File: src/hw/rtl/swp_pkg.sv
// Package with shared types, widths and the helper function of the scroll window block.
package swp_pkg;

  localparam int unsigned FieldW       = 16;
  localparam int unsigned DivW         = FieldW + 1;
  localparam int unsigned Lanes        = 4;
  localparam int unsigned IndexBitsDef = 16;

  // Divider lanes.
  localparam int unsigned LaneCap = 0;
  localparam int unsigned LaneCnt = 1;
  localparam int unsigned LaneWin = 2;
  localparam int unsigned LaneSel = 3;

  typedef struct packed {
    logic                            op;
    logic                            zero;
    logic                            grid;
    logic [FieldW-1:0]               list_res;
    logic [FieldW-1:0]               cols;
    logic [Lanes-1:0][DivW-1:0]      dvd;
  } item_t;

  // Lowers a list window so that no blank space follows the last item.
  function automatic logic [FieldW-1:0] tail_limit(input logic [FieldW-1:0] first,
                                                   input logic [FieldW-1:0] cap,
                                                   input logic [FieldW-1:0] cnt);
    logic [FieldW-1:0] lim;
    lim = cnt - cap;
    if (cnt <= cap) return '0;
    return (first > lim) ? lim : first;
  endfunction

endpackage

File: src/hw/rtl/swp_fifo.sv
// Two-entry queue between the front end and the divider back end.
module swp_fifo import swp_pkg::*; (
  input  logic  clk_i,
  input  logic  rst_ni,
  input  logic  push_i,
  input  item_t data_i,
  output logic  full_o,
  input  logic  pop_i,
  output logic  vld_o,
  output item_t data_o
);

  item_t      mem_q [2];
  logic       wp_q, rp_q;
  logic [1:0] cnt_q;
  logic       do_push, do_pop;

  assign full_o  = cnt_q == 2'd2;
  assign vld_o   = cnt_q != 2'd0;
  assign do_push = push_i && !full_o;
  assign do_pop  = pop_i && vld_o;
  assign data_o  = mem_q[rp_q];

  always_ff @(posedge clk_i or negedge rst_ni) begin
    if (!rst_ni) begin
      wp_q  <= 1'b0;
      rp_q  <= 1'b0;
      cnt_q <= 2'd0;
    end else begin
      if (do_push) wp_q <= !wp_q;
      if (do_pop)  rp_q <= !rp_q;
      cnt_q <= cnt_q + {1'b0, do_push} - {1'b0, do_pop};
    end
  end

  always_ff @(posedge clk_i) begin
    if (do_push) mem_q[wp_q] <= data_i;
  end

endmodule

File: config.mk
export PLATFORM = sky130hd
export DESIGN_NAME = swp_fifo
export DESIGN_NICKNAME = d
export VERILOG_FILES = /design/src/hw/rtl/swp_pkg.sv /design/src/hw/rtl/swp_fifo.sv
export SDC_FILE = /design/constraint.sdc
export NUM_CORES = 1
export LEC_CHECK = 0
export ABC_AREA = 1
export BUFFER_PORTS_ARGS = -buffer_cell sky130_fd_sc_hd__buf_2
export CAP_MARGIN = 0
export CORE_ASPECT_RATIO = 1.4
export CORE_MARGIN = 2
export CORE_UTILIZATION = 45
export CTS_CLUSTER_SIZE = 40
export DETAILED_ROUTE_END_ITERATION = 8
export GPL_TIMING_DRIVEN = 0
export MAX_ROUTING_LAYER = met4
export PLACE_DENSITY = 0.7
export SETUP_SLACK_MARGIN = 0.2
export SKIP_LAST_GASP = 1
export SLEW_MARGIN = 10
export SYNTH_ARGS = -nofsm -noshare
export SYNTH_HDL_FRONTEND = slang
export SYNTH_SLANG_ARGS = --single-unit
File: constraint.sdc
create_clock -name clk_i -period 6.1 [get_ports clk_i]
set_input_delay 1.22 -clock clk_i [delete_from_list [all_inputs] [get_ports clk_i]]
set_output_delay 1.22 -clock clk_i [all_outputs]
set_load 0.02 [all_outputs]
==> results.md <==
- Area of the core: about 17000 µm²
- Cell leakage power: approximately 4.3 nW
- Chip width: 115 µm
- Antenna violations before repair: 4
- Clock insertion delay at the later pin of the skew report: roughly 480 ps
- Switching share of total power: 0.366
- Cell accounting for the most synthesized area: edfxtp_1
- Total negative slack: 0 ps
- Highest clock frequency the design can meet: ~340 MHz
- Critical Path, Cell by Cell: buf_2 -> inv_2 -> buf_6 -> buf_6 -> nand2_1 -> nand2_1 -> buf_2
- Routed via count: approximately 4800
- CTS sink cnt: 210
- Maximum number of pins on one net before global-route repair: 84
- Number of levels in the clock H-tree: 1
- Synthesized netlist net count: 680
- Count of final max-slew check failures: 0
- Critical setup path kind: reg -> out
- Crit end category: output port
- CP required: 4880 ps
- PostCTS Resize Cnt: 0
- Total gr overflow: 0
- Residual DRC: 0
- Placer congestion estimate: approximately 0.77
- Synth-to-Final Area Change: 27.3%
- Count of synthesis-stage warnings from yosys: 0
- Instance area at placement: around 9200 µm²
- Run status: finished, final reports clean
- Fin crit share: 0.488
- Hold WC Path Type: reg -> reg
- Internal: 3.27 mW
- Maximum resistive drop on vdd: ~0.00031 V
- Total power: 5.15 mW
- Avg Vias per Cell: about 4.7
- CP Launch Type: flop
- Slew of the pin with the lowest slew margin: approximately 650 ps
- Wire per inst: around 16 µm
- Final setup vio count: 0
- Sequential area share after synthesis: 0.812
- Instance count of the mapped netlist: approximately 570
- Switching pwr: about 1.9 mW
- Global-route wire length before repair: approximately 25000 µm
- Peak fanout along the critical path: 10
- Die Y-Extent: 159 µm
- Buffers on Ports: between 200 and 250
- Unrepaired setup endpoints after global routing: false
- Overall Global Routing Usage: 0.178
- Number of iterations in the first detailed-routing pass: 4
- Total power density per cell area: 522 nW/µm²
- Area share of the largest cell type after synthesis: 0.799
- Tightest slew margin relative to the limit: 0.563
- Clock-pin slew of the registers on the worst-case setup and hold paths: 60 ps
- Max-Cap Viols: 0
- Final clock skew: about 9.5 ps
- Iteration-0 DRC Markers: 342
- Arr. time, crit path: between 1500 and 2000 ps
- Total setup buffers inserted after CTS: 0
- TritonCTS clock tree: built
- Final Hold Viols: 0
- Clock tree buffer depth: 3
- Final standard cell count with taps included and fillers excluded: slightly above 1000
- Clock power frac: 0.237
- Dominant cells by area after synthesis: edfxtp_1 80%, nand2_1 16%, dfrtp_1 1.3%
- Clock Root Buffer: clkbuf_16
- Sequential group share of total power: 0.395
- Net count, final: 918
- CP peak stage delay: between 300 and 400 ps
- Number of buffers created by CTS: 20
- Final critical delay including setup and external delays: 2980 ps
- Synth unique cells: 11
- HPWL reported at the end of detailed placement: roughly 11000 µm
- Quantity of hold-fixing buffers added after cts: 0
- Post-detailed-routing wire length: 16200 µm
- Highest-delay cell along the critical path: dfrtp_1
- Via count of the first global-routing pass: around 4900
- Fraction of final layout cells sized beyond drive strength 1: 0.327
- #FFs+latches synth: 210
- Final hold slack: ~500 ps
- Post-synthesis area per instance: 13.6 µm²
- Overall die area: roughly 18000 µm²
- Number of nets with antenna violations after detailed routing: 0
- Number of rows created at floorplan: 56
- Starting density of the core: 0.460
- Post-Syn Area: 7740 µm²
- Final std cell area, no fill: approximately 10000 µm²
- Comb pwr share: 0.368
- Number of primary I/O pins: between 200 and 250
- Placed Instances: 990
-- cell usage in the layout (no fill, tap or decap), types with 3 or more instances in the layout --
master / n
clkinv_1: 6
edfxtp_1: 206
bufinv_16: 3
nand3_1: 3
nand2_1: 322
diode_2: 5
clkinv_2: 3
buf_2: 225
buf_16: 4
clkbuf_16: 20
dfrtp_1: 4
inv_1: 8
buf_6: 8
-- cell families (layout without fill, tap and decap cells) --
logic type	after synthesis	count (layout)	synth area share
buf+inv	33	284	0.0265
other cells	0	5	0
flops	210	210	0.812
simple gates	326	326	0.159
fa+ha+maj	2	2	0.00323
-- power by group through the flow --
stage	combinational, mW	sequential, mW	clock [mW]
floorplan	1.19	2.08	0
global placement	1.83	2.11	0
detailed placement	1.93	2.06	0
CTS	1.93	2.03	1.26
global route	2.08	2.06	1.31
finish	1.89	2.03	1.22
-- cells in the mapped netlist --
master	instances
buf_4	1
nand2_1	322
buf_2	14
edfxtp_1	206
inv_1	9
ha_1	2
buf_6	8
dfrtp_1	4
nand3_1	3
inv_2	1
nor2_1	1
-- worst max-delay path, delay by kind of cell, from the launching register on --
kind                   cells  cell delay (ps)
buffers and inverters      5              760
and+or+nand+nor            2              140
DFF                        1              360
-- metal layers --
metal / vias to the layer above / share of wire / GRT usage
met2: 152 / 0.53 / 0.306
li1: 2413 / - / -
met5: - / 0 / -
met3: 31 / 0.062 / 0.0381
met1: 2220 / 0.38 / 0.197
met4: 0 / 0.035 / 0.0750
-- sequential cells by signal, indices dropped and copies added, names as in the netlist --
name,count
rp_q,1
wp_q,1
mem_q,206
cnt_q,2
-- metrics by stage --
stage               setup WS, ps   util
floorplan                   1680      -
global placement            24.8  0.539
detailed placement          3300  0.547
CTS                         3060  0.586
global route                2960  0.586
finish                      3120  0.586
-- cell type report --
cell class	count	area (µm²)
Timing Repair Buffer	216	1190
Clock buffer	22	508
Multi-Input combinational cell	328	1260
Tap cell	203	254
Buffer	23	168
Fill cell	1353	6960
Sequential cell	210	6290
Antenna cell	5	12.5
Inverter	10	42.5
Clock inverter	13	144
-- final timing paths --
path / startpoint / to / slack (ps) / depth (start not counted)
max: rp_q / data_o[76] / 3120 / 7
min: cnt_q[0] / cnt_q[0] / 500 / 1
max reg2reg: cnt_q[1] / mem_q[1][74] / 4100 / 5
min reg2reg: cnt_q[0] / cnt_q[0] / 500 / 1
max in group asynchronous: rst_ni / cnt_q[1] / 5440 / 1
min in group asynchronous: rst_ni / rp_q / 540 / 1
Power figures use the tool's default switching activity.
