$ cat src/hw/rtl/swp_pkg.sv
// Package with shared types, widths and the helper function of the scroll window block.
package swp_pkg;

  localparam int unsigned FieldW       = 16;
  localparam int unsigned DivW         = FieldW + 1;
  localparam int unsigned Lanes        = 4;
  localparam int unsigned IndexBitsDef = 16;

  // Divider lanes.
  localparam int unsigned LaneCap = 0;
  localparam int unsigned LaneCnt = 1;
  localparam int unsigned LaneWin = 2;
  localparam int unsigned LaneSel = 3;

  typedef struct packed {
    logic                            op;
    logic                            zero;
    logic                            grid;
    logic [FieldW-1:0]               list_res;
    logic [FieldW-1:0]               cols;
    logic [Lanes-1:0][DivW-1:0]      dvd;
  } item_t;

  // Lowers a list window so that no blank space follows the last item.
  function automatic logic [FieldW-1:0] tail_limit(input logic [FieldW-1:0] first,
                                                   input logic [FieldW-1:0] cap,
                                                   input logic [FieldW-1:0] cnt);
    logic [FieldW-1:0] lim;
    lim = cnt - cap;
    if (cnt <= cap) return '0;
    return (first > lim) ? lim : first;
  endfunction

endpackage

$ cat src/hw/rtl/swp_if.sv
// Channel interfaces of the scroll window block.
interface swp_in_if;
  logic        valid;
  logic        ready;
  logic        op;
  logic [15:0] window_start;
  logic [15:0] selected_index;
  logic [15:0] capacity;
  logic [15:0] item_count;
  logic [15:0] column_count;
  modport source (output valid, op, window_start, selected_index, capacity, item_count,
                  column_count, input ready);
  modport sink (input valid, op, window_start, selected_index, capacity, item_count,
                column_count, output ready);
endinterface


$ cat src/hw/rtl/swp_front.sv
// Front end: accepts beats, masks and clamps the fields, settles list cases.
module swp_front import swp_pkg::*; #(
  parameter int unsigned IndexBits = IndexBitsDef
) (
  input  logic   clk_i,
  input  logic   rst_ni,
  swp_in_if.sink in_i,
  output logic   vld_o,
  output item_t  item_o,
  input  logic   take_i
);

  localparam logic [FieldW-1:0] IdxMask =
    (IndexBits >= FieldW) ? {FieldW{1'b1}} : FieldW'((64'd1 << IndexBits) - 64'd1);

  logic [FieldW-1:0] w, s, c, n, k, sc, h, lres;
  logic [DivW-1:0]   wc;
  logic              vld_q;
  item_t             item_d, item_q;

  always_comb begin
    w  = in_i.window_start & IdxMask;
    s  = in_i.selected_index & IdxMask;
    c  = in_i.capacity & IdxMask;
    n  = in_i.item_count & IdxMask;
    k  = in_i.column_count & IdxMask;
    sc = (s >= n) ? n - 1'b1 : s;
    wc = {1'b0, w} + {1'b0, c};
    h  = c >> 1;
    if (in_i.op) begin
      lres = (sc < h) ? '0 : tail_limit(sc - h, c, n);
    end else if (sc < w) begin
      lres = tail_limit(sc, c, n);
    end else if ({1'b0, sc} >= wc) begin
      lres = tail_limit(sc - c + 1'b1, c, n);
    end else begin
      lres = tail_limit(w, c, n);
    end
    item_d.op       = in_i.op;
    item_d.zero     = (c == '0) || (n == '0);
    item_d.grid     = k > FieldW'(1);
    item_d.list_res = lres;
    item_d.cols     = item_d.grid ? k : FieldW'(1);
    item_d.dvd[LaneCap] = {1'b0, c};
    item_d.dvd[LaneCnt] = {1'b0, n} + {1'b0, k} - DivW'(1);
    item_d.dvd[LaneWin] = {1'b0, w};
    item_d.dvd[LaneSel] = {1'b0, sc};
  end

  assign in_i.ready = !vld_q || take_i;

  always_ff @(posedge clk_i or negedge rst_ni) begin
    if (!rst_ni) begin
      vld_q <= 1'b0;
    end else if (in_i.ready) begin
      vld_q <= in_i.valid;
    end
  end

  always_ff @(posedge clk_i) begin
    if (in_i.valid && in_i.ready) begin
      item_q <= item_d;
    end
  end

  assign vld_o  = vld_q;
  assign item_o = item_q;

endmodule

$ cat src/flat_wrapper.sv
// flat-port wrapper written by rule: the top's interface ports become plain ports
module swp_front_flat import swp_pkg::*;
#(
  parameter int unsigned IndexBits = IndexBitsDef
)
  (clk_i, rst_ni, vld_o, item_o, take_i, in_i_valid, in_i_op, in_i_window_start, in_i_selected_index, in_i_capacity, in_i_item_count, in_i_column_count, in_i_ready);
  swp_in_if in_i_i ();
  input  logic clk_i;
  input  logic rst_ni;
  output logic vld_o;
  output item_t item_o;
  input  logic take_i;
  input wire logic [$bits(in_i_i.valid)-1:0] in_i_valid;
  input wire logic [$bits(in_i_i.op)-1:0] in_i_op;
  input wire logic [$bits(in_i_i.window_start)-1:0] in_i_window_start;
  input wire logic [$bits(in_i_i.selected_index)-1:0] in_i_selected_index;
  input wire logic [$bits(in_i_i.capacity)-1:0] in_i_capacity;
  input wire logic [$bits(in_i_i.item_count)-1:0] in_i_item_count;
  input wire logic [$bits(in_i_i.column_count)-1:0] in_i_column_count;
  output wire logic [$bits(in_i_i.ready)-1:0] in_i_ready;
  assign in_i_i.valid = in_i_valid;
  assign in_i_i.op = in_i_op;
  assign in_i_i.window_start = in_i_window_start;
  assign in_i_i.selected_index = in_i_selected_index;
  assign in_i_i.capacity = in_i_capacity;
  assign in_i_i.item_count = in_i_item_count;
  assign in_i_i.column_count = in_i_column_count;
  assign in_i_ready = in_i_i.ready;
  swp_front #(.IndexBits(IndexBits)) u_core (.clk_i(clk_i), .rst_ni(rst_ni), .in_i(in_i_i), .vld_o(vld_o), .item_o(item_o), .take_i(take_i));
endmodule
$ cat config.mk
export PLATFORM = sky130hd
export DESIGN_NAME = swp_front_flat
export DESIGN_NICKNAME = d
export VERILOG_FILES = /design/src/hw/rtl/swp_pkg.sv /design/src/hw/rtl/swp_if.sv /design/src/hw/rtl/swp_front.sv /design/src/flat_wrapper.sv
export SDC_FILE = /design/constraint.sdc
export NUM_CORES = 1
export LEC_CHECK = 0
export BUFFER_PORTS_ARGS = -buffer_cell sky130_fd_sc_hd__buf_2
export CAP_MARGIN = 20
export CORE_MARGIN = 2
export CORE_UTILIZATION = 30
export CTS_CLUSTER_SIZE = 8
export DETAILED_ROUTE_END_ITERATION = 6
export PLACE_DENSITY_LB_ADDON = 0.2
export SYNTH_ARGS = -nofsm -noshare
export SYNTH_HDL_FRONTEND = slang
export SYNTH_SLANG_ARGS = --single-unit
export TNS_END_PERCENT = 5
$ cat constraint.sdc
create_clock -name clk_i -period 9.4 [get_ports clk_i]
set_input_delay 1.88 -clock clk_i [delete_from_list [all_inputs] [get_ports clk_i]]
set_output_delay 1.88 -clock clk_i [all_outputs]
set_load 0.1 [all_outputs]
==> out/summary.txt <==
Via count - 9626
Clk Latency, worst-skew pair - 370 ps
Worst Path Required - 9520 ps
Total Routed Length - 38.1 mm
Setup bufs post-CTS - 0
H-tree depth - 3
Antenna Cells - 0
Kind of critical path - in -> reg
Maximum clock insertion buffer count - 2
Clk_skew - 12.4 ps
DRT Pass-1 Iters - 5
Critical path's slowest cell - a211oi_1
Layout cell share with drive strength beyond 1 - 0.184
Post-Layout Inst Area - 0.0129 mm^2
Initial drt markers - 553
# setup viols final - 0
PwrDens - 190 mW/mm^2
Post-synth EDFFs - 100
Predominant post-synthesis flop cell - edfxtp_1
Leak pwr - 6.00 nW
CP peak stage delay - 480 ps
Yosys reg bits - 101
HPWL after DPL - 31.5 mm
Final Core Density - 0.354
Worst setup SP type - input pin
Synth top area share - 0.273
Crit Path Max Fanout - 21
Initial core utilization - 0.303
Most common cell after layout, fill and taps aside - ha_1
Worst path top cell family by delay - compound AO/OA/AOI/OAI gates
Placer congestion estimate - 0.899
Comb pwr share - 0.602
Sequential Area - 0.00303 mm^2
Clk sink count - 101
Ys Warns - 0
Synth cell types - 75
Final ANT Viol Nets - 0
Avg Cell Area, Syn - 9.28 um^2
Rel. slew slack - 0.200
CP bufs+invs - 5
Slew Limit Fails - 0
RSZ-0062 raised after global routing - false
Vias in the first global route - 9769
Root Buffer - clkbuf_16
Peak supply drop - 0.0689 mV
Die Ht - 196 um
Fin nets - 1683
Post-DP Area - 0.0126 mm^2
Hold Fails Final Rpt - 0
Seq/Total Area, Yosys - 0.275
Initial antenna violation count - 0
Top post-synthesis cells by area - edfxtp_1 (27%), ha_1 (25%), inv_1 (4.9%)
Seq pwr share - 0.230
CTS Hold Bufs - 0
Worst Path Arrival - 8700 ps
NetSw - 0.00120 W
Post-CTS sizing - 0
Status - finished clean
Setup TNS - 0 ps
Max Clock Freq - 117 MHz
Min Tclk post-route - 8580 ps
CTS clk-pin slew, worst paths - 80 ps
Crit. End Element - flip-flop
Row count - 70
Multi-input logic area - 0.00731 mm^2
Grt ovf - 0
Area grow syn2layout - 16.9%
Fill count - 3711
Period Utilization, post-route - 0.913
Die area - 0.0382 mm^2
Vias/cell - 5.21
Slew @ Worst Pin - 1190 ps
Total track usage - 0.198
First-pass GRT wire length - 56.8 mm
Mean routed wirelength per cell - 20.6 um
DIE WIDTH - 196 um
Biggest area consumer among synthesized cells - edfxtp_1
HP Class - reg -> reg
Commonest non-fill, non-tap cells in the layout - ha_1 (219), buf_2 (186), inv_1 (143)
I/O pin count - 190
Sw Share - 0.491
Max-cap violations - 0
Core area - 0.0363 mm^2
Non-Filler Instances - 1847
Largest net degree at the start of global routing - 62
Port-buffer cells - 186
CTS Buf Count - 9
Asr flop ratio synth - 0.00990
Post-layout power - 0.00245 W
Clock share of power - 0.168
Post-synthesis cell count - 1186
Area of the mapped netlist - 0.0110 mm^2
Internal power - 0.00124 W
CTS tree - done
# DRC - 0
Placed cells - 1831
## worst register-to-register path, cell delays in order (launching register included)
cell	delay, ps
dfrtp_1	390
nand2b_1	110
and2_4	560
buf_4	730
## cells in the mapped netlist (all sizes together), types with 10 or more instances
master / n
a211oi: 12
a21boi: 15
a21o: 43
a21oi: 86
clkbuf: 24
edfxtp: 100
ha: 219
inv: 143
mux2i: 10
nand2: 51
nand2b: 13
nand3: 31
nand4: 27
nor2: 61
nor2b: 15
nor3: 16
nor3b: 10
nor4: 15
o21a: 20
o21ai: 50
o221ai: 12
o31ai: 13
xnor2: 43
xor2: 33
## routing by layer
layer | track usage | share of wire | vias up
met3 | 0.0237 | 0.044 | 43
met5 | 0 | 0 | -
met2 | 0.347 | 0.48 | 250
met4 | 0.0594 | 0.024 | 0
met1 | 0.255 | 0.45 | 4565
li1 | - | - | 4768
## per-stage QoR
step | worst slack [ps] | hold WS (ps)
after global routing | 304 | 592
after global placement | 591 | 508
after detailed placement | 458 | 526
after floorplan | 1170 | 1580
after CTS | 846 | 548
final | 817 | 546
## cells by family after synthesis
family | after synthesis | share of synthesized area
flops | 101 | 0.275
fa+ha+maj | 224 | 0.258
compound gates | 325 | 0.205
buf+inv | 176 | 0.0621
other cells | 1 | 0.000341
xor+xnor | 76 | 0.0605
mux | 12 | 0.0126
simple gates | 271 | 0.127
## final timing paths
check                           cells past startpoint                startpoint                           to  slack (ps)
min in group asynchronous                           1                    rst_ni     u_core.vld_o$_DFFE_PN0N_        1270
worst min-delay path                                2  u_core.vld_o$_DFFE_PN0N_     u_core.vld_o$_DFFE_PN0N_         550
worst max-delay path                               29        in_i_item_count[5]  u_core.item_o[84]$_DFFE_PP_         820
max in group asynchronous                           1                    rst_ni     u_core.vld_o$_DFFE_PN0N_        8050
worst min register to register                      2  u_core.vld_o$_DFFE_PN0N_     u_core.vld_o$_DFFE_PN0N_         550
worst max register to register                      3  u_core.vld_o$_DFFE_PN0N_  u_core.item_o[35]$_DFFE_PP_        7160
## cell type report
class | count | share of cell area
multi-input cells | 911 | 0.569
flip-flops and latches | 101 | 0.235
repair buffers | 208 | 0.0852
well taps | 468 | 0.0455
inverters | 143 | 0.0417
clock buffers | 9 | 0.0175
clock inverters | 7 | 0.00613
## flip-flops by register name, summed over array words and instances (netlist names)
register,cells
u_core.vld_o,1
u_core.item_o,100
## power groups by stage
| stage | sequential [W] | clock, W | combinational [W] |
|---|---|---|---|
| floorplan | 0.000845 | 0 | 0.000821 |
| global placement | 0.000575 | 0 | 0.00145 |
| detailed placement | 0.000573 | 0 | 0.00146 |
| CTS | 0.000564 | 0.000425 | 0.00147 |
| global route | 0.000567 | 0.000436 | 0.00162 |
| finish | 0.000563 | 0.000411 | 0.00147 |
No activity file was read; power rests on OpenSTA's default activity.
